<file path="src/rtl/biq_pkg.sv">
// biq_pkg: widths, register indexes, datapath command types and saturation helpers
// for the biquad filter; no dependencies, imported by every module of the block

package biq_pkg;

   localparam int SAMPLE_WIDTH   = 16;
   localparam int COEF_FRAC_BITS = 14;
   localparam int COEF_WIDTH     = 18;
   localparam int STATE_WIDTH    = SAMPLE_WIDTH + COEF_FRAC_BITS + 6;

   // the output value w is multiplied in two halves
   localparam int W_LO_WIDTH  = STATE_WIDTH / 2;
   localparam int W_HI_WIDTH  = STATE_WIDTH - W_LO_WIDTH;
   localparam int MUL_B_PRE   = (W_HI_WIDTH > W_LO_WIDTH + 1) ? W_HI_WIDTH : W_LO_WIDTH + 1;
   localparam int MUL_B_WIDTH = (SAMPLE_WIDTH > MUL_B_PRE) ? SAMPLE_WIDTH : MUL_B_PRE;
   localparam int PROD_WIDTH  = COEF_WIDTH + MUL_B_WIDTH;
   localparam int ACC_WIDTH   = COEF_WIDTH + STATE_WIDTH + 2;
   localparam int RND_WIDTH   = ACC_WIDTH - COEF_FRAC_BITS;
   localparam int SUM_WIDTH   = RND_WIDTH + 2;

   localparam int CSR_INDEX_WIDTH = 3;
   localparam logic [CSR_INDEX_WIDTH-1:0] CSR_B0 = 3'd0;
   localparam logic [CSR_INDEX_WIDTH-1:0] CSR_B1 = 3'd1;
   localparam logic [CSR_INDEX_WIDTH-1:0] CSR_B2 = 3'd2;
   localparam logic [CSR_INDEX_WIDTH-1:0] CSR_A1 = 3'd3;
   localparam logic [CSR_INDEX_WIDTH-1:0] CSR_A2 = 3'd4;

   localparam logic signed [COEF_WIDTH-1:0] COEF_ONE = COEF_WIDTH'(2 ** COEF_FRAC_BITS);
   localparam logic signed [ACC_WIDTH-1:0]  ACC_HALF = ACC_WIDTH'(2 ** (COEF_FRAC_BITS - 1));
   localparam logic signed [SUM_WIDTH-1:0]  SUM_HALF = SUM_WIDTH'(2 ** (COEF_FRAC_BITS - 1));

   localparam logic signed [STATE_WIDTH-1:0] STATE_MAX = {1'b0, {(STATE_WIDTH-1){1'b1}}};
   localparam logic signed [STATE_WIDTH-1:0] STATE_MIN = {1'b1, {(STATE_WIDTH-1){1'b0}}};
   localparam logic signed [SAMPLE_WIDTH-1:0] SAMPLE_MAX = {1'b0, {(SAMPLE_WIDTH-1){1'b1}}};
   localparam logic signed [SAMPLE_WIDTH-1:0] SAMPLE_MIN = {1'b1, {(SAMPLE_WIDTH-1){1'b0}}};

   typedef enum logic [2:0] {
      SEL_B0,
      SEL_B1,
      SEL_B2,
      SEL_A1,
      SEL_A2
   } coef_sel_type;

   typedef enum logic [1:0] {
      OPND_X,
      OPND_W_LO,
      OPND_W_HI
   } opnd_sel_type;

   typedef enum logic [1:0] {
      ACC_HOLD,
      ACC_LOAD,
      ACC_ADD_HI
   } acc_op_type;

   typedef struct packed {
      logic         load_x;
      logic         mul_en;
      coef_sel_type mul_coef;
      opnd_sel_type mul_opnd;
      logic         load_w;
      acc_op_type   acc_op;
      logic         load_r1;
      logic         load_r2;
      logic         upd_d1;
      logic         upd_d2;
      logic         load_out;
   } dp_cmd_type;

   function automatic logic signed [STATE_WIDTH-1:0] sat_state(
      input logic signed [SUM_WIDTH-1:0] v
   );
      logic signed [SUM_WIDTH-1:0] hi;
      logic signed [SUM_WIDTH-1:0] lo;
      hi = SUM_WIDTH'(STATE_MAX);
      lo = SUM_WIDTH'(STATE_MIN);
      if (v > hi) begin
         return STATE_MAX;
      end else if (v < lo) begin
         return STATE_MIN;
      end
      return v[STATE_WIDTH-1:0];
   endfunction

   function automatic logic signed [SAMPLE_WIDTH-1:0] sat_sample(
      input logic signed [SUM_WIDTH-1:0] v
   );
      logic signed [SUM_WIDTH-1:0] hi;
      logic signed [SUM_WIDTH-1:0] lo;
      hi = SUM_WIDTH'(SAMPLE_MAX);
      lo = SUM_WIDTH'(SAMPLE_MIN);
      if (v > hi) begin
         return SAMPLE_MAX;
      end else if (v < lo) begin
         return SAMPLE_MIN;
      end
      return v[SAMPLE_WIDTH-1:0];
   endfunction

endpackage

</file>
<file path="src/rtl/biq_datapath.sv">
// biq_datapath: coefficient registers, shared multiplier, accumulator and filter state
// depends on biq_pkg; steered cycle by cycle by biq_ctrl through dp_cmd_type

module biq_datapath
   import biq_pkg::*;
(
   input  logic                              clock,
   input  logic                              reset,
   input  dp_cmd_type                        cmd,
   input  logic signed [SAMPLE_WIDTH-1:0]    sample_in,
   output logic signed [SAMPLE_WIDTH-1:0]    sample_out,
   input  logic                              csr_write_en,
   input  logic        [CSR_INDEX_WIDTH-1:0] csr_index,
   input  logic signed [COEF_WIDTH-1:0]      csr_data
);

   logic signed [COEF_WIDTH-1:0]   b0_ff, b1_ff, b2_ff, a1_ff, a2_ff;
   logic signed [SAMPLE_WIDTH-1:0] x_ff;
   logic signed [STATE_WIDTH-1:0]  w_ff, w_in;
   logic signed [PROD_WIDTH-1:0]   prod_ff, prod_in;
   logic signed [ACC_WIDTH-1:0]    acc_ff, acc_in;
   logic signed [RND_WIDTH-1:0]    r1_ff, r2_ff, rnd_in;
   logic signed [STATE_WIDTH-1:0]  d1_ff, d1_in, d2_ff, d2_in;
   logic signed [SAMPLE_WIDTH-1:0] out_ff, out_in;
   logic signed [COEF_WIDTH-1:0]   mul_a;
   logic signed [MUL_B_WIDTH-1:0]  mul_b;
   logic signed [SUM_WIDTH-1:0]    y_rnd;

   // coefficient registers
   always_ff @(posedge clock) begin
      if (reset) begin
         b0_ff <= COEF_ONE;
         b1_ff <= '0;
         b2_ff <= '0;
         a1_ff <= '0;
         a2_ff <= '0;
      end else if (csr_write_en) begin
         unique case (csr_index)
            CSR_B0:  b0_ff <= csr_data;
            CSR_B1:  b1_ff <= csr_data;
            CSR_B2:  b2_ff <= csr_data;
            CSR_A1:  a1_ff <= csr_data;
            CSR_A2:  a2_ff <= csr_data;
            default: ;
         endcase
      end
   end

   // operand select for the shared multiplier
   always_comb begin
      case (cmd.mul_coef)
         SEL_B0:  mul_a = b0_ff;
         SEL_B1:  mul_a = b1_ff;
         SEL_B2:  mul_a = b2_ff;
         SEL_A1:  mul_a = a1_ff;
         SEL_A2:  mul_a = a2_ff;
         default: mul_a = b0_ff;
      endcase
      case (cmd.mul_opnd)
         OPND_X:    mul_b = MUL_B_WIDTH'(x_ff);
         OPND_W_LO: mul_b = MUL_B_WIDTH'($signed({1'b0, w_ff[W_LO_WIDTH-1:0]}));
         OPND_W_HI: mul_b = MUL_B_WIDTH'($signed(w_ff[STATE_WIDTH-1:W_LO_WIDTH]));
         default:   mul_b = MUL_B_WIDTH'(x_ff);
      endcase
   end

   assign prod_in = mul_a * mul_b;

   always_comb begin
      case (cmd.acc_op)
         ACC_LOAD:   acc_in = ACC_WIDTH'(prod_ff) + ACC_HALF;
         ACC_ADD_HI: acc_in = acc_ff + (ACC_WIDTH'(prod_ff) <<< W_LO_WIDTH);
         default:    acc_in = acc_ff;
      endcase
   end

   assign rnd_in = RND_WIDTH'(acc_ff >>> COEF_FRAC_BITS);
   assign w_in   = sat_state(SUM_WIDTH'(prod_ff) + SUM_WIDTH'(d1_ff));
   assign d1_in  = sat_state(SUM_WIDTH'(prod_ff) + SUM_WIDTH'(d2_ff) - SUM_WIDTH'(r1_ff));
   assign d2_in  = sat_state(SUM_WIDTH'(prod_ff) - SUM_WIDTH'(r2_ff));
   assign y_rnd  = (SUM_WIDTH'(w_ff) + SUM_HALF) >>> COEF_FRAC_BITS;
   assign out_in = sat_sample(y_rnd);

   always_ff @(posedge clock) begin
      if (cmd.load_x)   x_ff    <= sample_in;
      if (cmd.mul_en)   prod_ff <= prod_in;
      if (cmd.load_w)   w_ff    <= w_in;
      acc_ff <= acc_in;
      if (cmd.load_r1)  r1_ff   <= rnd_in;
      if (cmd.load_r2)  r2_ff   <= rnd_in;
      if (cmd.load_out) out_ff  <= out_in;
   end

   // filter state
   always_ff @(posedge clock) begin
      if (reset) begin
         d1_ff <= '0;
         d2_ff <= '0;
      end else begin
         if (cmd.upd_d1) d1_ff <= d1_in;
         if (cmd.upd_d2) d2_ff <= d2_in;
      end
   end

   assign sample_out = out_ff;

endmodule

</file>
<file path="src/rtl/biq_ctrl.sv">
// biq_ctrl: sequencer for one sample through the shared multiplier, plus handshakes
// depends on biq_pkg; drives biq_datapath through dp_cmd_type

module biq_ctrl
   import biq_pkg::*;
(
   input  logic       clock,
   input  logic       reset,
   input  logic       req_valid,
   output logic       req_stall,
   output logic       rsp_valid,
   input  logic       rsp_stall,
   output dp_cmd_type cmd
);

   typedef enum logic [9:0] {
      ST_IDLE   = 10'b0000000001,
      ST_MUL_B0 = 10'b0000000010,
      ST_CALC_W = 10'b0000000100,
      ST_A1_LO  = 10'b0000001000,
      ST_A1_HI  = 10'b0000010000,
      ST_A2_LO  = 10'b0000100000,
      ST_A2_HI  = 10'b0001000000,
      ST_MUL_B1 = 10'b0010000000,
      ST_MUL_B2 = 10'b0100000000,
      ST_FINISH = 10'b1000000000
   } state_type;

   state_type state_ff, state_in;
   logic      rsp_valid_ff, rsp_valid_in;
   logic      can_load;

   assign can_load  = !rsp_valid_ff || !rsp_stall;
   assign req_stall = !((state_ff == ST_IDLE) || ((state_ff == ST_FINISH) && can_load));
   assign rsp_valid = rsp_valid_ff;

   always_comb begin
      cmd          = '0;
      cmd.mul_coef = SEL_B0;
      cmd.mul_opnd = OPND_X;
      cmd.acc_op   = ACC_HOLD;
      state_in     = state_ff;
      rsp_valid_in = rsp_valid_ff && rsp_stall;
      unique case (state_ff)
         ST_IDLE: begin
            if (req_valid) begin
               cmd.load_x = 1'b1;
               state_in   = ST_MUL_B0;
            end
         end
         ST_MUL_B0: begin
            cmd.mul_en = 1'b1;
            state_in   = ST_CALC_W;
         end
         ST_CALC_W: begin
            cmd.load_w = 1'b1;
            state_in   = ST_A1_LO;
         end
         ST_A1_LO: begin
            cmd.mul_en   = 1'b1;
            cmd.mul_coef = SEL_A1;
            cmd.mul_opnd = OPND_W_LO;
            state_in     = ST_A1_HI;
         end
         ST_A1_HI: begin
            cmd.mul_en   = 1'b1;
            cmd.mul_coef = SEL_A1;
            cmd.mul_opnd = OPND_W_HI;
            cmd.acc_op   = ACC_LOAD;
            state_in     = ST_A2_LO;
         end
         ST_A2_LO: begin
            cmd.mul_en   = 1'b1;
            cmd.mul_coef = SEL_A2;
            cmd.mul_opnd = OPND_W_LO;
            cmd.acc_op   = ACC_ADD_HI;
            state_in     = ST_A2_HI;
         end
         ST_A2_HI: begin
            cmd.mul_en   = 1'b1;
            cmd.mul_coef = SEL_A2;
            cmd.mul_opnd = OPND_W_HI;
            cmd.acc_op   = ACC_LOAD;
            cmd.load_r1  = 1'b1;
            state_in     = ST_MUL_B1;
         end
         ST_MUL_B1: begin
            cmd.mul_en   = 1'b1;
            cmd.mul_coef = SEL_B1;
            cmd.acc_op   = ACC_ADD_HI;
            state_in     = ST_MUL_B2;
         end
         ST_MUL_B2: begin
            cmd.mul_en   = 1'b1;
            cmd.mul_coef = SEL_B2;
            cmd.load_r2  = 1'b1;
            cmd.upd_d1   = 1'b1;
            state_in     = ST_FINISH;
         end
         ST_FINISH: begin
            if (can_load) begin
               cmd.upd_d2   = 1'b1;
               cmd.load_out = 1'b1;
               rsp_valid_in = 1'b1;
               if (req_valid) begin
                  cmd.load_x = 1'b1;
                  state_in   = ST_MUL_B0;
               end else begin
                  state_in   = ST_IDLE;
               end
            end
         end
         default: state_in = ST_IDLE;
      endcase
   end

   always_ff @(posedge clock) begin
      if (reset) begin
         state_ff     <= ST_IDLE;
         rsp_valid_ff <= 1'b0;
      end else begin
         state_ff     <= state_in;
         rsp_valid_ff <= rsp_valid_in;
      end
   end

endmodule

</file>
<file path="src/rtl/biquad_iir_filter.sv">
// biquad_iir_filter: top level of the second-order iir section (transposed direct form ii)
// depends on biq_pkg, biq_ctrl and biq_datapath

// One signed 16-bit sample in, one rounded and saturated 16-bit sample out, for each
// transfer. Coefficients b0, b1, b2, a1, a2 are signed Q3.14 in csr registers 0..4
// (b0 resets to 1.0, the rest to 0, so the filter passes samples through after reset);
// the a terms are subtracted. Internal state is 36 bits with 14 fraction bits and
// saturates instead of wrapping. All seven products of a sample go through one 18x19
// multiplier, one product per cycle; w times a coefficient is built from two halves of w.
// From its transfer a sample steps through MUL_B0, CALC_W, A1_LO, A1_HI, A2_LO, A2_HI,
// MUL_B1, MUL_B2 and FINISH to the result register; the next sample transfers at the
// earliest in the cycle the result is loaded. The result sits in an output register,
// so a stalled result does not block the next transfer; only the following result waits
// for it. Write the coefficients only while the block is idle.

module biquad_iir_filter
   import biq_pkg::*;
(
   input  logic                              clock,
   input  logic                              reset,
   // sample input channel
   input  logic                              req_valid,
   output logic                              req_stall,
   input  logic signed [SAMPLE_WIDTH-1:0]    req_sample_in,
   // filtered sample channel
   output logic                              rsp_valid,
   input  logic                              rsp_stall,
   output logic signed [SAMPLE_WIDTH-1:0]    rsp_sample_out,
   // coefficient write port
   input  logic                              csr_write_en,
   input  logic        [CSR_INDEX_WIDTH-1:0] csr_index,
   input  logic signed [COEF_WIDTH-1:0]      csr_data
);

   dp_cmd_type cmd;

   // sequencer: one state per multiplier cycle
   biq_ctrl u_ctrl (
      .clock     (clock),
      .reset     (reset),
      .req_valid (req_valid),
      .req_stall (req_stall),
      .rsp_valid (rsp_valid),
      .rsp_stall (rsp_stall),
      .cmd       (cmd)
   );

   // coefficients, multiplier, accumulator, state and result register
   biq_datapath u_datapath (
      .clock        (clock),
      .reset        (reset),
      .cmd          (cmd),
      .sample_in    (req_sample_in),
      .sample_out   (rsp_sample_out),
      .csr_write_en (csr_write_en),
      .csr_index    (csr_index),
      .csr_data     (csr_data)
   );

   // a transfer in starts a sample, so the block is busy in the next cycle
   a_busy_after_transfer : assert property (@(posedge clock) disable iff (reset)
      (req_valid && !req_stall) |=> req_stall)
      else $error("input taken while a sample was starting");

   // the result register is only overwritten once the previous result has gone
   a_no_result_overwrite : assert property (@(posedge clock) disable iff (reset)
      cmd.load_out |-> (!rsp_valid || !rsp_stall))
      else $error("result overwritten before its transfer");

   // the first state update (MUL_B2) follows the output value (CALC_W) after states A1_LO to MUL_B1
   a_fixed_schedule : assert property (@(posedge clock) disable iff (reset)
      cmd.load_w |-> ##6 cmd.upd_d1)
      else $error("state update out of schedule");

   // the output value and the two feedback states are never updated in the same cycle
   a_state_once : assert property (@(posedge clock) disable iff (reset)
      $onehot0({cmd.load_w, cmd.upd_d1, cmd.upd_d2}))
      else $error("overlapping state updates");

endmodule

</file>
<file path="config.mk">
export PLATFORM = sky130hd
export DESIGN_NAME = biquad_iir_filter
export DESIGN_NICKNAME = d
export VERILOG_FILES = /design/src/rtl/biq_pkg.sv /design/src/rtl/biq_datapath.sv /design/src/rtl/biq_ctrl.sv /design/src/rtl/biquad_iir_filter.sv
export SDC_FILE = /design/constraint.sdc
export NUM_CORES = 2
export LEC_CHECK = 0
export BUFFER_PORTS_ARGS = -buffer_cell sky130_fd_sc_hd__buf_2
export CORE_AREA = 2 2 351 353
export DETAILED_ROUTE_END_ITERATION = 10
export DIE_AREA = 0 0 353 355
export GPL_TIMING_DRIVEN = 0
export PLACE_DENSITY = 0.51
export SYNTH_ARGS = -nofsm -noshare
export SYNTH_HDL_FRONTEND = slang
export SYNTH_SLANG_ARGS = --single-unit
</file>
<file path="constraint.sdc">
create_clock -name clock -period 12 [get_ports clock]
set_input_delay 2.4 -clock clock [delete_from_list [all_inputs] [get_ports clock]]
set_output_delay 2.4 -clock clock [all_outputs]
set_load 0.005 [all_outputs]
</file>
# == After elaboration in Yosys (flattened, before gate mapping) ==
# Cells that the tools add are included.
# totals
register_bits,418
in_bits,42
out_inout_bits,18
word_cells,118
# op_classes
add_sub_neg,7
multipliers,1
n_lt_le_gt_ge,8
n_eq_ne,24
mux,41
n_reduce_logical,21
# op_table
cell,n
36-bit 2-to-1 mux,9
44-bit by 36-bit greater-than comparator with 1-bit output (second input constant),3
44-bit by 36-bit less-than comparator with 1-bit output (second input constant),3
56-bit one-hot mux with 2 select lines,1
10-bit one-hot mux with 10 select lines,1
37-bit by 36-bit adder with 38-bit output,2
18-bit one-hot mux with 4 select lines,1
56-bit by 55-bit adder with 56-bit output,1
16-bit 2-to-1 mux,3
37-bit by 42-bit subtractor with 43-bit output,1
38-bit by 42-bit subtractor with 43-bit output,1
37-bit by 15-bit adder with 38-bit output (second input constant),1
19-bit one-hot mux with 2 select lines,1
36-bit by 15-bit adder with 37-bit output (second input constant),1
18-bit by 19-bit multiplier with 37-bit output,1
23-bit by 16-bit greater-than comparator with 1-bit output (second input constant),1
23-bit by 16-bit less-than comparator with 1-bit output (second input constant),1
10-bit 2-to-1 mux,2
1-bit 2-to-1 mux,15
3-bit by 2-bit == test with 1-bit output (second input constant),4
3-bit one-hot mux with 4 select lines,1
2-bit AND reduction,6
10-bit by 1-bit == test with 1-bit output (second input constant),1
10-bit == test (second input constant),1
other kinds (24),40

# == Longest topological paths before layout ==
# logic_depth
ltp_word,6
ltp_mapped,37

# == Hierarchy ==
# From an unflattened synthesis, not the netlist that was laid out.
# hier_totals
hier_cells,4300
area_unflattened_um2,38408.1
# by_module_without_submodules
mod,n_inst,cells_each,area_each_um2,seq_area_each_um2
biq_datapath,1,4202,37601.1,10179.8
biq_ctrl,1,98,807.0,220.2

# == Least setup slack after synthesis ==
# OpenSTA, ideal clock, no wires.
# synth_timing
path_type,reg2reg
from,reg u_ctrl.state_ff[5]
to,"reg u_datapath.prod_ff[36], data pin"
t_arrival_ps,9198
t_required_ps,11740
path_slack_ps,2542
stages_incl_launch_ff,36
path_buffers,3
cell_sequence,dfxtp_1 > nor4_1 > nand2_1 > or3_1 > or3b_2 > and2_1 > ha_1 > clkbuf_1 > clkbuf_1 > nand2_1 > o21ai_0 > clkbuf_1 > nand2_1 > fa_1 > inv_1 > fa_1 > inv_1 > fa_1 > inv_1 > fa_1 > fa_1 > inv_1 > fa_1 > inv_1 > ha_1 > a21o_1 > a21o_1 > a2111oi_0 > o211ai_1 > a31oi_1 > o31ai_1 > a2111oi_0 > o21bai_1 > a21oi_1 > a21oi_1 > xnor2_1
# synth_between
elab_chain_cells,6
word_cells_on_any_way,21
classes_between,mul: 1; eq/ne: 12; mux: 4; reduce/logical: 4
# synth_lines
item,line,source
"start, declared",biq_ctrl.sv:29,"state_type state_ff, state_in;"
"start signal, assigned",biq_ctrl.sv:122,state_ff <= state_in;
10-bit by 6-bit == test with 1-bit output (tied with other cells),biq_ctrl.sv:44,unique case (state_ff)
2-bit OR reduction (no source line),--,
3-bit one-hot mux with 4 select lines or 2-bit one-hot mux with 2 select lines (tied branches),biq_ctrl.sv:44,
3-bit == test (tied with other cells),biq_datapath.sv:51,case (cmd.mul_coef)
18-bit one-hot mux with 4 select lines or 19-bit one-hot mux with 2 select lines (tied branches),"biq_datapath.sv:51, biq_datapath.sv:59",
18-bit by 19-bit multiplier with 37-bit output (*),biq_datapath.sv:67,assign prod_in = mul_a * mul_b;
via u_datapath.prod_in[36],biq_datapath.sv:20,"logic signed [PROD_WIDTH-1:0] prod_ff, prod_in;"
"end signal, assigned",biq_datapath.sv:86,if (cmd.mul_en) prod_ff <= prod_in;
"end, declared",biq_datapath.sv:20,
# Mark *: on every way through the listed nets, which the timed path passes. The rest lies on a longest branch.
# A chain may end at the register's enable or synchronous reset.

# == Worst setup path in the final report ==
# layout_timing
from,reg u_ctrl.state_ff[1]
to,"reg u_datapath.prod_ff[36], data pin"
# Same word-level chain as after synthesis.

==> results.toml <==
[routing]
wirelength_um = 128000
drtAntennaViolNets = 0
viasPerCell = 5.09
drtIter0Drc = 2683
routedWlPerCell_um = 20.8
num_vias = 31200
route.detailed.drc = 0
dr.pass1.iters = 5

[setup_path]
critPathKind = "flop to flop"
cp.arrival_ps = 11960
endpoint_kind = "flop"
cpMaxStageDelayCell = "mux2i_2"
worst-r2r-setup-slack_ps = 390
crit_required_ps = 12350
critPathTopFamily = "adder cells"
worstSetupStartpointType = "flop"
cpMostUsedCell = "fa_1"
r2r_end = "u_datapath.prod_ff[36]"
reg2reg_from = "u_ctrl.state_ff[1]"
crit_cells = 32
critical_path.startpoint = "u_ctrl.state_ff[1]"
crit_end = "u_datapath.prod_ff[36]"
crit_path_max_fanout = 10
r2r_cells = 32
max_stage_delay_ps = 790
crit_buf_inv = 6

[clocking]
cts_tree = "yes"
cts_hold_buf = 0
root_buffer = "clkbuf_16"
cts-htree-levels = 2
post_cts_resize_count = 1
clock_path_buffers = 3
post_cts_buffers = 0
cts_made_buffers = 51
path_clk_slew_ps = 60
clk_latency_ps = 650
cts_sinks = 404

[synth]
synth-edff-count = 231
syn_inst = 4353
postSynth.asyncResetShare_pct = 0
synth_top_cells_by_count = "inv_1, nand2_1, fa_1"
synth_nets = 5045
ys_warn_count = 0
avgSynthCellArea_um2 = 8.86
synth_area_leader_cell = "fa_1"
yosysMostFrequentCell = "inv_1"
synthFlopType = "edfxtp_1"
synthTopCellsByArea = "fa_1, edfxtp_1, dfxtp_1, ha_1, inv_1"
netlist_area_um2 = 38600
synth.distinct_cells = 82
ys_seq_area_share_pct = 27.0
ys_ff_latch = 404
synth_top_area_share_pct = 20.2

[job]
cap_violations = 0

[place]
dp_hpwl_um = 103000
portBuffers = 58
place_ws_ps = -43.3
place_area_um2 = 41000
gp_congestion = 0.927

[hold_path]
hold_class = "flop to flop"
hold-path-cell-count = 0

[sta]
hold_slack_ps = 449
grt_setup_unrepaired = "no"
tightest_slew_ps = 1340
timing.fmax_mhz = 86.1
final.period_utilization_pct = 96.8
hold_violations = 0
slew_headroom_pct = 9.86
maxSlewViolCount = 0
finalSetupViolCount = 0
finClkSkew_ps = 31.7
setup_tns_ps = 0
final.setup.worst_slack_ps = 388
layout_min_cycle_time_ps = 11610

[final_layout]
final_area_um2 = 42700
synthToLayoutAreaGrowth_pct = 10.8
fin_nets = 5162
post-route-util_pct = 35.2
drive_gt1_share_pct = 5.16

[global_routing]
grt_pass1_wl_um = 193000
antenna_found_initial = 19
grt_pass1_vias = 30900
grt_usage_pct = 20.2
grt_max_degree = 52
grt_overflow_total = 0

[power]
powerDensity_nw_per_um2 = 93.5
ir_drop_uv = 90.3
p_leak_nw = 18.6

[floorplan]
fp.dieW_um = 353
dieArea_um2 = 125000
die_h_um = 355
placementRows = 128
initial_core_util_pct = 31.8
io_pins = 60
core_um2 = 121000

[status]
status = "completed"
cell type report:
type                    count  area, um^2
well taps                1625        2030
clock inverters            33         325
diodes                      2        5.00
clock buffers              63        1380
plain buffers             158         658
inverters                 700        2630
repair buffers             64         362
flip-flops and latches    404       10400
fillers                 12700       78700
multi-input cells        3091       24900
through the flow:
step	instances	power (mW)
after floorplan	4353	2.12
after global placement	6036	2.40
after detailed placement	6042	2.40
after CTS	6138	4.02
after global routing	6138	4.18
final	6140	3.99
per-layer routing:
layer | global-route usage [%] | wire length [um] | up-vias
met5 | 0 | 0 | -
li1 | - | - | 14800
met4 | 5.72 | 3940 | 0
met3 | 3.04 | 8620 | 190
met2 | 32.0 | 56300 | 977
met1 | 28.7 | 58700 | 15300
worst min-delay path by stage:
stage	slack [ps]	end	start
2_1_floorplan	420	u_datapath.r1_ff[0]	u_datapath.acc_ff[14]
4_1_cts	450	u_datapath.r2_ff[1]	u_datapath.acc_ff[15]
5_1_grt	460	u_datapath.r2_ff[1]	u_datapath.acc_ff[15]
3_3_place_gp	420	u_datapath.r2_ff[3]	u_datapath.acc_ff[17]
6_report	450	u_datapath.r2_ff[1]	u_datapath.acc_ff[15]
3_5_place_dp	440	u_datapath.r2_ff[1]	u_datapath.acc_ff[15]
report_power, final:
group / internal [mW] / leakage, nW / total (mW) / switching [mW]
Clock: 0.931 / 0.827 / 1.61 / 0.681
Sequential: 1.49 / 3.49 / 1.53 / 0.0359
Combinational: 0.309 / 14.3 / 0.855 / 0.546
Total: 2.73 / 18.6 / 3.99 / 1.26
worst register-to-register path: cells and delay by family, from the launching register on:
| kind | cells | cell delay, ps |
|---|---|---|
| fa+ha+maj | 7 | 3460 |
| buf+inv | 6 | 1310 |
| simple gates | 7 | 2290 |
| mux | 1 | 800 |
| xor+xnor | 1 | 170 |
| flops | 1 | 350 |
| compound gates | 10 | 2940 |
state kept, by name, summed over array words and instances (netlist names), 36 cells and up:
| register | cells |
|---|---|
| u_datapath.acc_ff | 42 |
| u_datapath.r1_ff | 42 |
| u_datapath.r2_ff | 42 |
| u_datapath.prod_ff | 37 |
| u_datapath.d1_ff | 36 |
| u_datapath.d2_ff | 36 |
| u_datapath.w_ff | 36 |
cells in the final DEF, fill, tap and decap left out, types with 11 or more instances in the layout:
master	n
dfxtp_1	173
o32ai_1	30
a21oi_1	281
a22oi_1	25
or2_2	14
xor2_1	66
o31ai_1	13
fa_1	390
a31oi_1	20
nor3_1	33
mux2_2	12
inv_1	697
nor2_1	342
a211oi_1	62
a2111oi_0	11
xnor2_1	136
o21ai_1	14
edfxtp_1	231
ha_1	260
o21ai_0	166
and3_1	27
nand3_1	64
o21a_1	40
nor2b_1	26
nand2b_1	45
or3_1	42
nand2_1	562
o21bai_1	34
a21o_1	102
o211ai_1	19
nand4_1	33
clkbuf_1	140
clkbuf_16	53
buf_2	64
and2_1	45
clkinv_1	11
cell families after synthesis:
kind of cell | Yosys count | share of synthesized area, %
buffers and inverters | 858 | 8.48
multiplexers | 26 | 0.714
AND/OR/NAND/NOR | 1288 | 15.0
adder cells (fa/ha/maj) | 650 | 28.7
XOR/XNOR | 203 | 4.63
AO/OA/AOI/OAI | 924 | 15.6
flip-flops | 404 | 27.0
(Power assumes the default switching activity.)
